--- config.mk ---
export PLATFORM = sky130hd
export DESIGN_NAME = socks5_handshake_parser
export DESIGN_NICKNAME = d
export VERILOG_FILES = /design/src/sv/s5hs_pkg.sv /design/src/sv/s5hs_parser.sv /design/src/sv/s5hs_out_buf.sv /design/src/sv/socks5_handshake_parser.sv
export SDC_FILE = /design/constraint.sdc
export NUM_CORES = 1
export LEC_CHECK = 0
export ABC_AREA = 1
export BUFFER_PORTS_ARGS = -buffer_cell sky130_fd_sc_hd__buf_2
export CAP_MARGIN = 0
export CORE_MARGIN = 8
export CORE_UTILIZATION = 60
export CTS_BUF_LIST = sky130_fd_sc_hd__clkbuf_8
export CTS_CLUSTER_SIZE = 20
export DETAILED_ROUTE_END_ITERATION = 16
export HOLD_SLACK_MARGIN = 0.12
export PLACE_DENSITY = 0.77
export REMOVE_ABC_BUFFERS = 1
export SYNTH_ARGS = -nofsm -noshare
export SYNTH_HDL_FRONTEND = slang
export SYNTH_SLANG_ARGS = --single-unit
--- constraint.sdc ---
create_clock -name clock -period 6.4 [get_ports clock]
set_clock_uncertainty 0.15 [all_clocks]
set_input_delay 0.64 -clock clock [delete_from_list [all_inputs] [get_ports clock]]
set_output_delay 0.64 -clock clock [all_outputs]
set_load 0.03 [all_outputs]
--- src/sv/s5hs_pkg.sv ---
// shared types and constants for the socks5 handshake parser
package s5hs_pkg;

   localparam logic [7:0] SocksVer   = 8'd5;
   localparam logic [7:0] CmdConnect = 8'd1;
   localparam logic [7:0] AtypIpv4   = 8'd1;
   localparam logic [7:0] AtypName   = 8'd3;
   localparam logic [7:0] MethNoAuth = 8'd0;

   typedef enum logic [2:0] {
      EV_AUTH_OK   = 3'd0,
      EV_AUTH_REJ  = 3'd1,
      EV_BAD_GREET = 3'd2,
      EV_BAD_REQ   = 3'd3,
      EV_BAD_ATYP  = 3'd4,
      EV_IPV4_DONE = 3'd5,
      EV_NAME_CHAR = 3'd6,
      EV_NAME_DONE = 3'd7
   } event_type;

   typedef enum logic [12:0] {
      PH_GVER  = 13'b0000000000001,
      PH_GNUM  = 13'b0000000000010,
      PH_GMETH = 13'b0000000000100,
      PH_RVER  = 13'b0000000001000,
      PH_RCMD  = 13'b0000000010000,
      PH_RRSV  = 13'b0000000100000,
      PH_RATYP = 13'b0000001000000,
      PH_IPV4  = 13'b0000010000000,
      PH_IPORT = 13'b0000100000000,
      PH_NLEN  = 13'b0001000000000,
      PH_NAME  = 13'b0010000000000,
      PH_NPORT = 13'b0100000000000,
      PH_IDLE  = 13'b1000000000000
   } phase_type;

   typedef struct packed {
      logic [7:0] data_byte;
      logic       start_conn;
   } req_type;

   typedef struct packed {
      logic [2:0]  event_code;
      logic [31:0] ipv4_address;
      logic [15:0] dest_port;
      logic [7:0]  name_char;
      logic [7:0]  name_length;
   } rsp_type;

endpackage

--- src/sv/s5hs_parser.sv ---
// byte-wise protocol state machine: greeting, request and address parsing
module s5hs_parser (
   input  logic              clock,
   input  logic              reset,
   input  logic              accept,
   input  s5hs_pkg::req_type req,
   output logic              ev_valid,
   output s5hs_pkg::rsp_type ev
);

   s5hs_pkg::phase_type phase_ff, phase_in, phase_cur;
   logic [7:0]  byte_index_ff, byte_index_in;
   logic [7:0]  methods_left_ff, methods_left_in;
   logic        noauth_seen_ff, noauth_seen_in;
   logic [31:0] address_acc_ff, address_acc_in;
   logic [15:0] port_acc_ff, port_acc_in;
   logic [7:0]  name_len_ff, name_len_in;
   logic [7:0]  b;
   logic [7:0]  idx_inc;
   logic [7:0]  meth_dec;
   logic        noauth_now;

   assign b          = req.data_byte;
   assign idx_inc    = byte_index_ff + 8'd1;
   assign meth_dec   = methods_left_ff - 8'd1;
   assign noauth_now = noauth_seen_ff | (b == s5hs_pkg::MethNoAuth);
   // the other fields are always rewritten before use, so start only moves the phase
   assign phase_cur  = req.start_conn ? s5hs_pkg::PH_GVER : phase_ff;

   always_comb begin
      phase_in        = phase_ff;
      byte_index_in   = byte_index_ff;
      methods_left_in = methods_left_ff;
      noauth_seen_in  = noauth_seen_ff;
      address_acc_in  = address_acc_ff;
      port_acc_in     = port_acc_ff;
      name_len_in     = name_len_ff;
      ev_valid        = 1'b0;
      ev              = '0;
      if (accept) begin
         phase_in = phase_cur;
         unique case (phase_cur)
            s5hs_pkg::PH_GVER: begin
               if (b != s5hs_pkg::SocksVer) begin
                  phase_in      = s5hs_pkg::PH_IDLE;
                  ev_valid      = 1'b1;
                  ev.event_code = s5hs_pkg::EV_BAD_GREET;
               end else begin
                  phase_in = s5hs_pkg::PH_GNUM;
               end
            end
            s5hs_pkg::PH_GNUM: begin
               methods_left_in = b;
               noauth_seen_in  = 1'b0;
               if (b == 8'd0) begin
                  phase_in      = s5hs_pkg::PH_IDLE;
                  ev_valid      = 1'b1;
                  ev.event_code = s5hs_pkg::EV_AUTH_REJ;
               end else begin
                  phase_in = s5hs_pkg::PH_GMETH;
               end
            end
            s5hs_pkg::PH_GMETH: begin
               noauth_seen_in  = noauth_now;
               methods_left_in = meth_dec;
               if (meth_dec == 8'd0) begin
                  ev_valid = 1'b1;
                  if (noauth_now) begin
                     phase_in      = s5hs_pkg::PH_RVER;
                     ev.event_code = s5hs_pkg::EV_AUTH_OK;
                  end else begin
                     phase_in      = s5hs_pkg::PH_IDLE;
                     ev.event_code = s5hs_pkg::EV_AUTH_REJ;
                  end
               end
            end
            s5hs_pkg::PH_RVER: begin
               if (b != s5hs_pkg::SocksVer) begin
                  phase_in      = s5hs_pkg::PH_IDLE;
                  ev_valid      = 1'b1;
                  ev.event_code = s5hs_pkg::EV_BAD_REQ;
               end else begin
                  phase_in = s5hs_pkg::PH_RCMD;
               end
            end
            s5hs_pkg::PH_RCMD: begin
               if (b != s5hs_pkg::CmdConnect) begin
                  phase_in      = s5hs_pkg::PH_IDLE;
                  ev_valid      = 1'b1;
                  ev.event_code = s5hs_pkg::EV_BAD_REQ;
               end else begin
                  phase_in = s5hs_pkg::PH_RRSV;
               end
            end
            s5hs_pkg::PH_RRSV: begin
               phase_in = s5hs_pkg::PH_RATYP;
            end
            s5hs_pkg::PH_RATYP: begin
               byte_index_in  = 8'd0;
               address_acc_in = 32'd0;
               port_acc_in    = 16'd0;
               if (b == s5hs_pkg::AtypIpv4) begin
                  phase_in = s5hs_pkg::PH_IPV4;
               end else if (b == s5hs_pkg::AtypName) begin
                  phase_in = s5hs_pkg::PH_NLEN;
               end else begin
                  phase_in      = s5hs_pkg::PH_IDLE;
                  ev_valid      = 1'b1;
                  ev.event_code = s5hs_pkg::EV_BAD_ATYP;
               end
            end
            s5hs_pkg::PH_IPV4: begin
               address_acc_in = {address_acc_ff[23:0], b};
               if (idx_inc >= 8'd4) begin
                  byte_index_in = 8'd0;
                  phase_in      = s5hs_pkg::PH_IPORT;
               end else begin
                  byte_index_in = idx_inc;
               end
            end
            s5hs_pkg::PH_NLEN: begin
               name_len_in   = b;
               byte_index_in = 8'd0;
               phase_in      = (b == 8'd0) ? s5hs_pkg::PH_NPORT : s5hs_pkg::PH_NAME;
            end
            s5hs_pkg::PH_NAME: begin
               if (idx_inc >= name_len_ff) begin
                  byte_index_in = 8'd0;
                  phase_in      = s5hs_pkg::PH_NPORT;
               end else begin
                  byte_index_in = idx_inc;
               end
               ev_valid      = 1'b1;
               ev.event_code = s5hs_pkg::EV_NAME_CHAR;
               ev.name_char  = b;
            end
            s5hs_pkg::PH_IPORT, s5hs_pkg::PH_NPORT: begin
               port_acc_in = {port_acc_ff[7:0], b};
               if (idx_inc < 8'd2) begin
                  byte_index_in = idx_inc;
               end else begin
                  byte_index_in = 8'd0;
                  phase_in      = s5hs_pkg::PH_IDLE;
                  ev_valid      = 1'b1;
                  ev.dest_port  = {port_acc_ff[7:0], b};
                  if (phase_cur == s5hs_pkg::PH_IPORT) begin
                     ev.event_code   = s5hs_pkg::EV_IPV4_DONE;
                     ev.ipv4_address = address_acc_ff;
                  end else begin
                     ev.event_code  = s5hs_pkg::EV_NAME_DONE;
                     ev.name_length = name_len_ff;
                  end
               end
            end
            default: begin
               phase_in = s5hs_pkg::PH_IDLE;
            end
         endcase
      end
   end

   always_ff @(posedge clock) begin
      if (reset) begin
         phase_ff        <= s5hs_pkg::PH_GVER;
         byte_index_ff   <= 8'd0;
         methods_left_ff <= 8'd0;
         noauth_seen_ff  <= 1'b0;
         address_acc_ff  <= 32'd0;
         port_acc_ff     <= 16'd0;
         name_len_ff     <= 8'd0;
      end else begin
         phase_ff        <= phase_in;
         byte_index_ff   <= byte_index_in;
         methods_left_ff <= methods_left_in;
         noauth_seen_ff  <= noauth_seen_in;
         address_acc_ff  <= address_acc_in;
         port_acc_ff     <= port_acc_in;
         name_len_ff     <= name_len_in;
      end
   end

endmodule

--- src/sv/s5hs_out_buf.sv ---
// result register with a skid entry so input flows on while one result stalls
module s5hs_out_buf (
   input  logic              clock,
   input  logic              reset,
   input  logic              push,
   input  s5hs_pkg::rsp_type push_data,
   output logic              space,
   output logic              rsp_valid,
   input  logic              rsp_ready,
   output s5hs_pkg::rsp_type rsp_data
);

   logic              main_valid_ff, main_valid_in;
   logic              skid_valid_ff, skid_valid_in;
   s5hs_pkg::rsp_type main_ff, main_in;
   s5hs_pkg::rsp_type skid_ff, skid_in;

   assign space     = !skid_valid_ff;
   assign rsp_valid = main_valid_ff;
   assign rsp_data  = main_ff;

   always_comb begin
      main_valid_in = main_valid_ff;
      skid_valid_in = skid_valid_ff;
      main_in       = main_ff;
      skid_in       = skid_ff;
      if (!main_valid_ff || rsp_ready) begin
         if (skid_valid_ff) begin
            // push is held off while the skid entry is full
            main_in       = skid_ff;
            main_valid_in = 1'b1;
            skid_valid_in = 1'b0;
         end else begin
            main_in       = push_data;
            main_valid_in = push;
         end
      end else if (push) begin
         skid_in       = push_data;
         skid_valid_in = 1'b1;
      end
   end

   always_ff @(posedge clock) begin
      if (reset) begin
         main_valid_ff <= 1'b0;
         skid_valid_ff <= 1'b0;
      end else begin
         main_valid_ff <= main_valid_in;
         skid_valid_ff <= skid_valid_in;
      end
      main_ff <= main_in;
      skid_ff <= skid_in;
   end

endmodule

--- src/sv/socks5_handshake_parser.sv ---
// top level: socks5 greeting and connect request parser, one client byte per transfer
// each result is registered in the main entry, via the skid entry under output stall
// throughput: one byte per cycle while req_ready is high, set by the phase state machine
// a two-entry result buffer keeps req_ready high while one result waits on rsp_ready
// reset: synchronous, puts the parser in the greeting version phase and empties the buffer
module socks5_handshake_parser (
   input  logic              clock,
   input  logic              reset,
   input  logic              req_valid,
   output logic              req_ready,
   input  s5hs_pkg::req_type req_data,
   output logic              rsp_valid,
   input  logic              rsp_ready,
   output s5hs_pkg::rsp_type rsp_data
);

   logic              accept;
   logic              ev_valid;
   logic              space;
   s5hs_pkg::rsp_type ev;

   assign req_ready = space;
   assign accept    = req_valid && space;

   s5hs_parser u_parser (
      .clock    (clock),
      .reset    (reset),
      .accept   (accept),
      .req      (req_data),
      .ev_valid (ev_valid),
      .ev       (ev)
   );

   s5hs_out_buf u_out_buf (
      .clock     (clock),
      .reset     (reset),
      .push      (ev_valid),
      .push_data (ev),
      .space     (space),
      .rsp_valid (rsp_valid),
      .rsp_ready (rsp_ready),
      .rsp_data  (rsp_data)
   );

endmodule

## Word-level counts from Yosys, hierarchy flattened

Cells that the tools add are included.
W data, S select, Z words.

| word-level totals | value |
|---|---|
| register bits after elaboration | 214 |
| input port bits | 13 |
| output and inout port bits | 69 |
| word-level logic and storage cells | 113 |

| operators by class | value |
|---|---|
| $add $sub $neg | 2 |
| order comparisons | 3 |
| equality and inequality tests | 16 |
| mux-type cells | 51 |
| bitwise logic cells | 2 |
| reductions and logical operators | 20 |

Operator list:

| cell | count |
|---|---|
| $mux W13 | 12 |
| $pmux W13 S11 | 1 |
| $mux W67 | 2 |
| $pmux W32 S2 | 1 |
| $mux W8 | 7 |
| $mux W51 | 1 |
| $mux W48 | 1 |
| $mux W32 | 1 |
| $pmux W8 S2 | 2 |
| $pmux W8 S4 | 1 |
| $pmux W3 S8 | 1 |
| $logic_not A8 Y1 | 2 |
| $eq A13 B1 Y1 const B | 1 |
| $eq A13 B10 Y1 const B | 1 |
| $eq A13 B11 Y1 const B | 1 |
| $eq A13 B12 Y1 const B | 1 |
| $eq A13 B2 Y1 const B | 1 |
| $eq A13 B3 Y1 const B | 1 |
| $eq A13 B4 Y1 const B | 1 |
| $eq A13 B5 Y1 const B | 1 |
| $eq A13 B6 Y1 const B | 1 |
| $eq A13 B7 Y1 const B | 1 |
| $eq A13 B8 Y1 const B | 1 |
| $eq A13 B9 Y1 const B | 1 |
| 24 further kinds | 50 |

## Logic depth before layout (Yosys ltp)

Gate-level depths: netlist of the first run.

| logic depth | value |
|---|---|
| depth after elaboration | 7 |
| depth in mapped cells | 18 |
| depth with buffers taken out | 18 |

## By module

A second synthesis of the first run with hierarchy kept.

| second synthesis, totals | value |
|---|---|
| cells, all modules | 1097 |
| area, all modules | 9719.3 um2 |

Modules (own cells, without submodules):

| module | instances | cells each | area an instance (um2) | sequential area each (um2) |
|---|---|---|---|---|
| s5hs_out_buf | 1 | 363 | 4961.0 | 4063.9 |
| s5hs_parser | 1 | 732 | 4750.8 | 1561.5 |
| socks5_handshake_parser | 1 | 2 | 7.5 | 0.0 |

## Worst setup path before layout of the first run

Ideal clock, no wire load.

| timing path | value |
|---|---|
| path kind | input to register |
| start | input rsp_ready |
| end | register u_out_buf.skid_ff[0] (netlist name) (enable) |
| arrival time | 5.195 ns |
| data required time | 5.736 ns |
| path slack | 0.541 ns |
| stages | 3 |
| path buffers | 0 |
| path through | nor2_1 -> inv_1 -> a21oi_1 |

| between the ends | value |
|---|---|
| word-level cells in the longest chain between the ends | 3 |

RTL lines:

| element | RTL line | source |
|---|---|---|
| from (decl) | socks5_handshake_parser.sv:13 | `input logic rsp_ready,` |
| $logic_or A1 B1 Y1 | s5hs_out_buf.sv:27 | `if (!main_valid_ff \|\| rsp_ready) begin` |
| $not A1 Y1 (no source line) | n/a |  |
| $reduce_and A2 Y1 (no source line) | n/a |  |
| to (signal assigned) | s5hs_out_buf.sv:52 | `skid_ff <= skid_in;` |
| to (decl) | s5hs_out_buf.sv:16 | `s5hs_pkg::rsp_type skid_ff, skid_in;` |

Every way passes these cells.
A chain may end at the register's enable or synchronous reset.

## Worst setup path after layout of the first run

| timing path | value |
|---|---|
| start | register u_parser.byte_index_ff[0] |
| end | register u_out_buf.skid_ff[25] (netlist name) (enable) |

| between the ends | value |
|---|---|
| word-level cells in the longest chain between the ends | 6 |

RTL lines:

| element | RTL line | source |
|---|---|---|
| from (decl) | s5hs_parser.sv:12 | `logic [7:0] byte_index_ff, byte_index_in;` |
| from (signal assigned) | s5hs_parser.sv:173 | `byte_index_ff <= byte_index_in;` |
| $add A8 B1 Y8 | s5hs_parser.sv:24 | `assign idx_inc = byte_index_ff + 8'd1;` |
| $lt A8 B2 Y1 | s5hs_parser.sv:139 | `if (idx_inc < 8'd2) begin` |
| $mux W1 | s5hs_parser.sv:139 |  |
| $pmux W1 S7 | s5hs_parser.sv:42 | `unique case (phase_cur)` |
| $mux W1 | s5hs_parser.sv:40 | `if (accept) begin` |
| $reduce_and A2 Y1 (no source line) | n/a |  |

Every way passes these cells.

==> results of run 1 <==
==> layer usage <==
metal	up-vias	GRT usage (%)	routed length, microns
met5	-	0	0
met4	0	6.73	404
met3	35	4.91	1430
met2	233	34.1	9880
met1	3355	26.8	9230
li1	3624	-	-
==> worst reg2reg max path, cell delays in order (launching register included) <==
cell and delay [ns]:
dfxtp_1 0.38, ha_1 0.20, nand3_1 0.17, o21bai_1 0.22, nand2_1 0.12, nand2_1 0.12
nor2_2 0.06, nand2_2 0.55, nand2_2 0.41, nand3_1 0.17, nand2_1 0.14, a21oi_4 0.80
buf_4 0.57
==> Yosys cell counts, types with 7 or more instances <==
cell        n  area share, %
inv_2      10           0.40
inv_1     104            4.1
buf_2      18           0.95
nand4_1    12           0.79
nand2_2     7           0.46
nand3_1    77            4.1
nor3_2     10            1.1
a21oi_1    77            4.1
dfxtp_1    80             17
nand2_1   293             12
edfxtp_1  134             42
nor2_1     71            2.8
clkbuf_1   21           0.83
nor3_1      9           0.48
ha_1       10            1.3
o21ai_0    50            2.6
a21o_1      8           0.63
==> how the worst min path moves through the flow <==
stage                                                 start                                   end  slack (ns)
after CTS                                         rsp_ready  u_out_buf.skid_valid_ff$_SDFFE_PP0P_        0.29
final                                             rsp_ready  u_out_buf.skid_valid_ff$_SDFFE_PP0P_        0.31
after global routing                              rsp_ready  u_out_buf.skid_valid_ff$_SDFFE_PP0P_        0.32
after global placement    u_parser.phase_ff[0]$_SDFFE_PP1P_     u_parser.phase_ff[0]$_SDFFE_PP1P_        0.29
after detailed placement  u_parser.phase_ff[0]$_SDFFE_PP1P_     u_parser.phase_ff[0]$_SDFFE_PP1P_        0.30
after floorplan           u_parser.phase_ff[0]$_SDFFE_PP1P_     u_parser.phase_ff[0]$_SDFFE_PP1P_        0.27
==> registers in the layout, summed over array words and instances, names as in the netlist, 8 cells and up <==
register and cells:
u_parser.phase_ff 13, u_parser.methods_left_ff 8, u_parser.name_len_ff 8, u_parser.port_acc_ff 8, u_parser.address_acc_ff 32, u_out_buf.skid_ff 67
u_parser.byte_index_ff 8, u_out_buf.rsp_data 67
==> cell type report <==
| class | count | area share (%) |
|---|---|---|
| Clock inverter | 26 | 1.29 |
| Inverter | 116 | 4.10 |
| Timing Repair Buffer | 89 | 4.35 |
| Sequential cell | 214 | 52.6 |
| Tap cell | 216 | 2.53 |
| Clock buffer | 38 | 4.89 |
| Multi-Input combinational cell | 669 | 30.2 |
==> stage by stage <==
stage | instance area [sq um] | power (uW) | cells | setup TNS [ns] | worst slack [ns]
after global routing | 10700 | 2840 | 1368 | 0 | 1.51
after detailed placement | 10000 | 1660 | 1304 | 0 | 2.00
after floorplan | 9270 | 1600 | 999 | -21.12 | -0.315
after global placement | 10000 | 1660 | 1304 | 0 | 2.15
final | 10700 | 2740 | 1368 | 0 | 1.96
after CTS | 10700 | 2760 | 1368 | 0 | 1.97
==> power breakdown <==
part           total (uW)  switching [uW]  internal [uW]
clock                1110             521            591
sequential           1490            5.83           1480
combinational         143             115           28.5
==> kinds of logic (layout without fill, tap and decap cells) <==
| group | Yosys count | in the layout |
|---|---|---|
| and+or+nand+nor | 501 | 501 |
| xor gates and xnor gates | 6 | 6 |
| buffers and inverters | 159 | 269 |
| DFF | 214 | 214 |
| AOI/OAI and AO/OA | 152 | 152 |
| adders and majority gates | 10 | 10 |
==> summary.md, run 1 <==
| Metric | Value |
|---|---|
| Hold_ws | 0.306 ns |
| CP Depth | 12 |
| Worst r2r src | u_parser.byte_index_ff[0]$_SDFFE_PP0P_ |
| Critical path's slowest cell | a21oi_4 |
| Run status | finished clean |
| Htree depth | 2 |
| CP cell instances | ha_1 > nand3_1 > o21bai_1 > nand2_1 > nand2_1 > nor2_2 > nand2_2 > nand2_2 > nand3_1 > nand2_1 > a21oi_4 > buf_4 |
| Global Route Usage Sum | 20.8% |
| Main combinational cell family by area after synthesis | simple AND/OR/NAND/NOR gates |
| Post-synth EDFFs | roughly 130 |
| RSZ-0062 raised after global routing | no |
| Worst-path clk slew | ~0.060 ns |
| Post-CTS resize count | 0 |
| Crit path arrival time | about 4.4 ns |
| Die Span X | 142 microns |
| # fillers | 1271 |
| DPL Wire Length | 13700 microns |
| Final critical-path share of the clock period | a little over two thirds |
| Hold WC Path Type | primary input to flop |
| Vias/cell | 5.30 |
| CP dominant cell by count | nand2_1 |
| WHS Path Cells | 4 |
| Post-route DRC | 0 |
| Max-slew violations | 0 |
| Post-route minimum period | between 4 and 5 ns |
| Post-synthesis xor/xnor area fraction | 0.555% |
| Wirelength per Cell | 15.3 microns |
| P per Cell Area | 256 nW/um^2 |
| Max VDD drop | 0.170 mV |
| Worst-margin pin slew | 1.22 ns |
| Synth Area in Compound Gates | under 10% |
| Critical Path End | u_out_buf.skid_ff[25]$_DFFE_PP_ |
| Area of the die | 20100 sq um |
| Total wire length | 20900 microns |
| Maxcap violations | 0 |
| TritonRoute pass-1 iters | 5 |
| Reg2reg setup slack | about 2.0 ns |
| Share of flip-flops with an asynchronous set or reset | 0% |
| Required @ worst endpoint | between 6 and 7 ns |
| Fraction of layout cells with a size suffix above 1 | between 10% and 20% |
| CP bufs+invs | 1 |
| Worst setup SP type | flop |
| Synthesized instance count | roughly 1000 |
| Number of synthesized register bits | 214 |
| CTS tree | yes |
| Buffers on Ports | 81 |
| Largest net degree at the start of global routing | 68 |
| First-pass GRT wire length | 33600 microns |
| Hold buffer count at CTS | 0 |
| Final Hold Fails | 0 |
| Seq. cell area | 5630 sq um |
| IO Count | 82 |
| Deepest clock path buffer count | 3 |
| WS Path Type | flop to flop |
| Post-Syn Area per Cell | 9.09 sq um |
| Commonest non-fill, non-tap cell in the layout | nand2_1 |
| Placement Rows | 46 |
| Largest stage delay, worst path | 0.80 ns |
| Worst-Skew Late Latency | ~0.51 ns |
| Post-Syn Area | 9480 sq um |
| Final setup vio count | 0 |
| Most frequent cells in the layout | nand2_1, edfxtp_1, inv_1, buf_2, dfxtp_1 |
| Grt total ovfl | 0 |
| Ys Warns | 0 |
| Cts bufs inserted | 35 |
| Initial antenna violation count | 0 |
| Top_reg_cell synth | edfxtp_1 |
| Initial Util | 60.5% |
| R2r endpoint | u_out_buf.skid_ff[25]$_DFFE_PP_ |
| RePlAce Congestion | approximately 0.93 |
| Worst setup EP type | flop |
| Starting DRT DRC Count | just over 700 |
| Distinct cells, synth | 43 |
| Clock Sink Count | 214 |
| Slew headroom | 18.3% |
| Fin util | 68.3% |
| # nets final | 1148 |
| Synth Area in Simple Gates | a little under a quarter |
| Core area | 15700 sq um |
| Post-synthesis adder-cell area fraction | between 1 and 1.5% |
| N_diodes | 0 |
| Die height | between 100 and 150 microns |
| Crit path max-delay family | simple AND/OR/NAND/NOR gates |
| Vias in the first global route | 6655 |
| Max Fclk | 225 MHz |
| Mux cell area share after synthesis | 0% |
| Area of the multi-input gates | 3230 sq um |
| Total number of vias | 7247 |
| Total setup buffers inserted after CTS | 0 |
| Max FO, Critical Path | 37 |
| P_leak | roughly 0.0050 uW |
| Sequential share of the synthesized area | 59.4% |
| DRT antenna net count | 0 |
| Worst reg-to-reg path cell count | 12 |
| Crit. Startpoint | u_parser.byte_index_ff[0]$_SDFFE_PP0P_ |
| Area Growth Syn to Fin | 12.8% |
| Clock tree root driver cell | clkbuf_8 |
Power figures use the tool's default switching activity.
==> run 2, diff against run 1 <==
--- a/config.mk
+++ b/config.mk
@@ -9,12 +9,12 @@
 export BUFFER_PORTS_ARGS = -buffer_cell sky130_fd_sc_hd__buf_2
 export CAP_MARGIN = 0
 export CORE_MARGIN = 8
-export CORE_UTILIZATION = 60
+export CORE_UTILIZATION = 56
 export CTS_BUF_LIST = sky130_fd_sc_hd__clkbuf_8
 export CTS_CLUSTER_SIZE = 20
 export DETAILED_ROUTE_END_ITERATION = 16
 export HOLD_SLACK_MARGIN = 0.12
-export PLACE_DENSITY = 0.77
+export PLACE_DENSITY = 0.76
 export REMOVE_ABC_BUFFERS = 1
 export SYNTH_ARGS = -nofsm -noshare
 export SYNTH_HDL_FRONTEND = slang
==> constraint.sdc (replaced) <==
create_clock -name clock -period 3.7 [get_ports clock]
set_clock_uncertainty 0.15 [all_clocks]
set_input_delay 0.37 -clock clock [delete_from_list [all_inputs] [get_ports clock]]
set_output_delay 0.37 -clock clock [all_outputs]
set_load 0.03 [all_outputs]
==> run 2 against run 1 <==
Setup slack got worse by 1.1 ns. First-iteration DRC count fell by 13%. Critical path depth did not move. Final cell count rose by 1.2%. Combinational power rose by 80%. Global-route usage fell by 0.75 points. Via count rose by 0.48%. Critical path type unchanged. Largest power group unchanged.
==> summary.md, run 2 (synthesis gave the netlist of run 1 again) <==
| Metric | Value |
|---|---|
| Met2 WL | 10300 microns |
| # nets final | 1162 |
| Reg power frac | 54.9% |
| Vias/cell | 5.26 |
| Initial antenna violation count | 1 |
| Most frequent cells in the layout | nand2_1, edfxtp_1, inv_1, buf_2, dfxtp_1 |
| Final critical-path share of the clock period | 78.0% |
| Required @ worst endpoint | 3.73 ns |
| First-pass GRT wire length | ~35000 microns |
| Fin cells | roughly 1400 |
| CP dominant cell by count | nand2_1 |
| Pint | 3580 uW |
| Clock tree root driver cell | clkbuf_8 |
| Htree depth | 2 |
| Starting DRT DRC Count | 615 |
| Slew headroom | 44.3% |
| RePlAce Congestion | 0.915 |
| Crit path arrival time | 2.91 ns |
| Total number of vias | 7282 |
| Comb pwr share | about 5.5% |
| Run status | finished clean |
| Max FO, Critical Path | 21 |
| Post-route minimum period | 2.89 ns |
| Max VDD drop | about 0.26 mV |
| RSZ-0062 raised after global routing | no |
| Grt total ovfl | 0 |
| Largest net degree at the start of global routing | 68 |
| CP cell instances | ha_1 > nand3_1 > o21bai_1 > nand2_1 > nand2_1 > nor2_2 > nand2_2 > nand2_2 > nand3_1 > nand2_1 > a21oi_4 > buf_4 |
| TritonRoute pass-1 iters | 5 |
| Die Span X | 146 microns |
| Initial Util | 57.1% |
| DPL Wire Length | 14200 microns |
| WS Path Type | flop to flop |
| IO Count | 82 |
| Die height | 146 microns |
| Vias in the first global route | 6825 |
| Total negative setup slack | 0 ns |
| Area of the die | 21300 sq um |
| Maxcap violations | 0 |
| Wirelength per Cell | 15.5 microns |
| Deepest clock path buffer count | 3 |
| Area Growth Syn to Fin | 14.1% |
| Max-slew violations | 0 |
| Commonest non-fill, non-tap cell in the layout | nand2_1 |
| P per Cell Area | approximately 430 nW/um^2 |
| Worst-margin pin slew | 0.835 ns |
| Fraction of layout cells with a size suffix above 1 | 16.3% |
| Critical path's slowest cell | dfxtp_1 |
| Max Fclk | 346 MHz |
| Buffers on Ports | 81 |
| Largest stage delay, worst path | between 0.3 and 0.4 ns |
| CP bufs+invs | 1 |
| Post-route DRC | 0 |
| Hold WC Path Type | primary input to flop |
| Cells after DPL | between 1000 and 1500 |
| Clk pwr share | 39.6% |
| Global Route Usage Sum | 20.1% |
| Switching Power | 1100 uW |
| WL met1 | 9370 microns |
| Placement Rows | 47 |
| Final setup vio count | 0 |
| CTS tree | yes |
| P_leak | 0.00500 uW |
| Crit path max-delay family | simple AND/OR/NAND/NOR gates |
| Cts bufs inserted | 35 |
| Sw Ratio | between 20% and 30% |
| Worst setup SP type | flop |
| Post-CTS resize count | 0 |
| Fin util | 65.2% |
| Core area | 16600 sq um |
| Highest Signal Layer | met4 |
| Routed wl met3 | 1420 microns |
| Clock Sink Count | about 210 |
| Total wire length | 21400 microns |
| Hold_ws | 0.195 ns |
| Worst setup EP type | flop |
| Worst-Skew Late Latency | 0.51 ns |
| DRT antenna net count | 0 |
| Final Power | 4690 uW |
| Worst-path clk slew | 0.06 ns |
| Final Hold Fails | 0 |
-- run 2: cell count changes in the layout (fill, tap and decap cells not counted) --
cell / before / now
dlygate4sd3_1: 0 / 9
buf_4: 8 / 12
clkinv_1: 7 / 10
inv_1: 116 / 113
clkinv_2: 4 / 2
buf_12: 0 / 1
bufinv_16: 1 / 0
clkbuf_8: 38 / 39
diode_2: 0 / 1
-- run 2: path summary, 6_finish.rpt --
path | startpoint | end | slack [ns] | cells past startpoint
hold reg to reg | u_parser.port_acc_ff[2]$_SDFFE_PP0P_ | u_parser.port_acc_ff[2]$_SDFFE_PP0P_ | 0.31 | 2
hold / removal | req_data[0] | u_parser.phase_ff[6]$_SDFFE_PP0P_ | 0.20 | 4
setup reg to reg | u_parser.byte_index_ff[0]$_SDFFE_PP0P_ | u_out_buf.skid_ff[32]$_DFFE_PP_ | 0.81 | 12
setup / recovery | u_parser.byte_index_ff[0]$_SDFFE_PP0P_ | u_out_buf.skid_ff[32]$_DFFE_PP_ | 0.81 | 12
-- run 2: final cells by class --
| type | instances | area (sq um) |
|---|---|---|
| fillers | 1391 | 5770 |
| repair buffers | 103 | 606 |
| well taps | 220 | 275 |
| clock inverters | 23 | 97.6 |
| inverters | 116 | 438 |
| flip-flops and latches | 214 | 5630 |
| multi-input cells | 669 | 3230 |
| clock buffers | 39 | 537 |
| diodes | 1 | 2.50 |
-- run 2: stage by stage --
| step | area [sq um] | setup WS [ns] |
|---|---|---|
| 2_1_floorplan | 9270 | -3.02 |
| 3_3_place_gp | 10100 | 0.847 |
| 3_5_place_dp | 10100 | 0.764 |
| 4_1_cts | 10800 | 0.836 |
| 5_1_grt | 10800 | 0.631 |
| 6_report | 10800 | 0.813 |
-- run 2: what timing repair did --
item                                    CTS  global route
hold buffers                              9             0
buffers inserted                          0             0
endpoints found under the hold margin    17             0
endpoints found under the setup margin    0             0
-- run 2: tightest hold or removal path: stages --
cell and delay [ns]:
buf_2 0.16, nor4_1 0.09, nand3_1 0.10, a21oi_1 0.07
-- run 2: routing by layer --
layer | global-route usage, % | up-vias
met5 | 0 | -
met4 | 6.18 | 0
met3 | 3.89 | 28
met2 | 33.1 | 232
met1 | 26.3 | 3384
li1 | - | 3638
-- run 2: power by group through the flow --
stage	Clock [uW]	Sequential, uW	Combinational (uW)
5_1_grt	2000	2580	276
3_5_place_dp	0	2620	252
2_1_floorplan	0	2710	67.5
3_3_place_gp	0	2620	250
4_1_cts	1910	2570	260
6_report	1860	2570	257
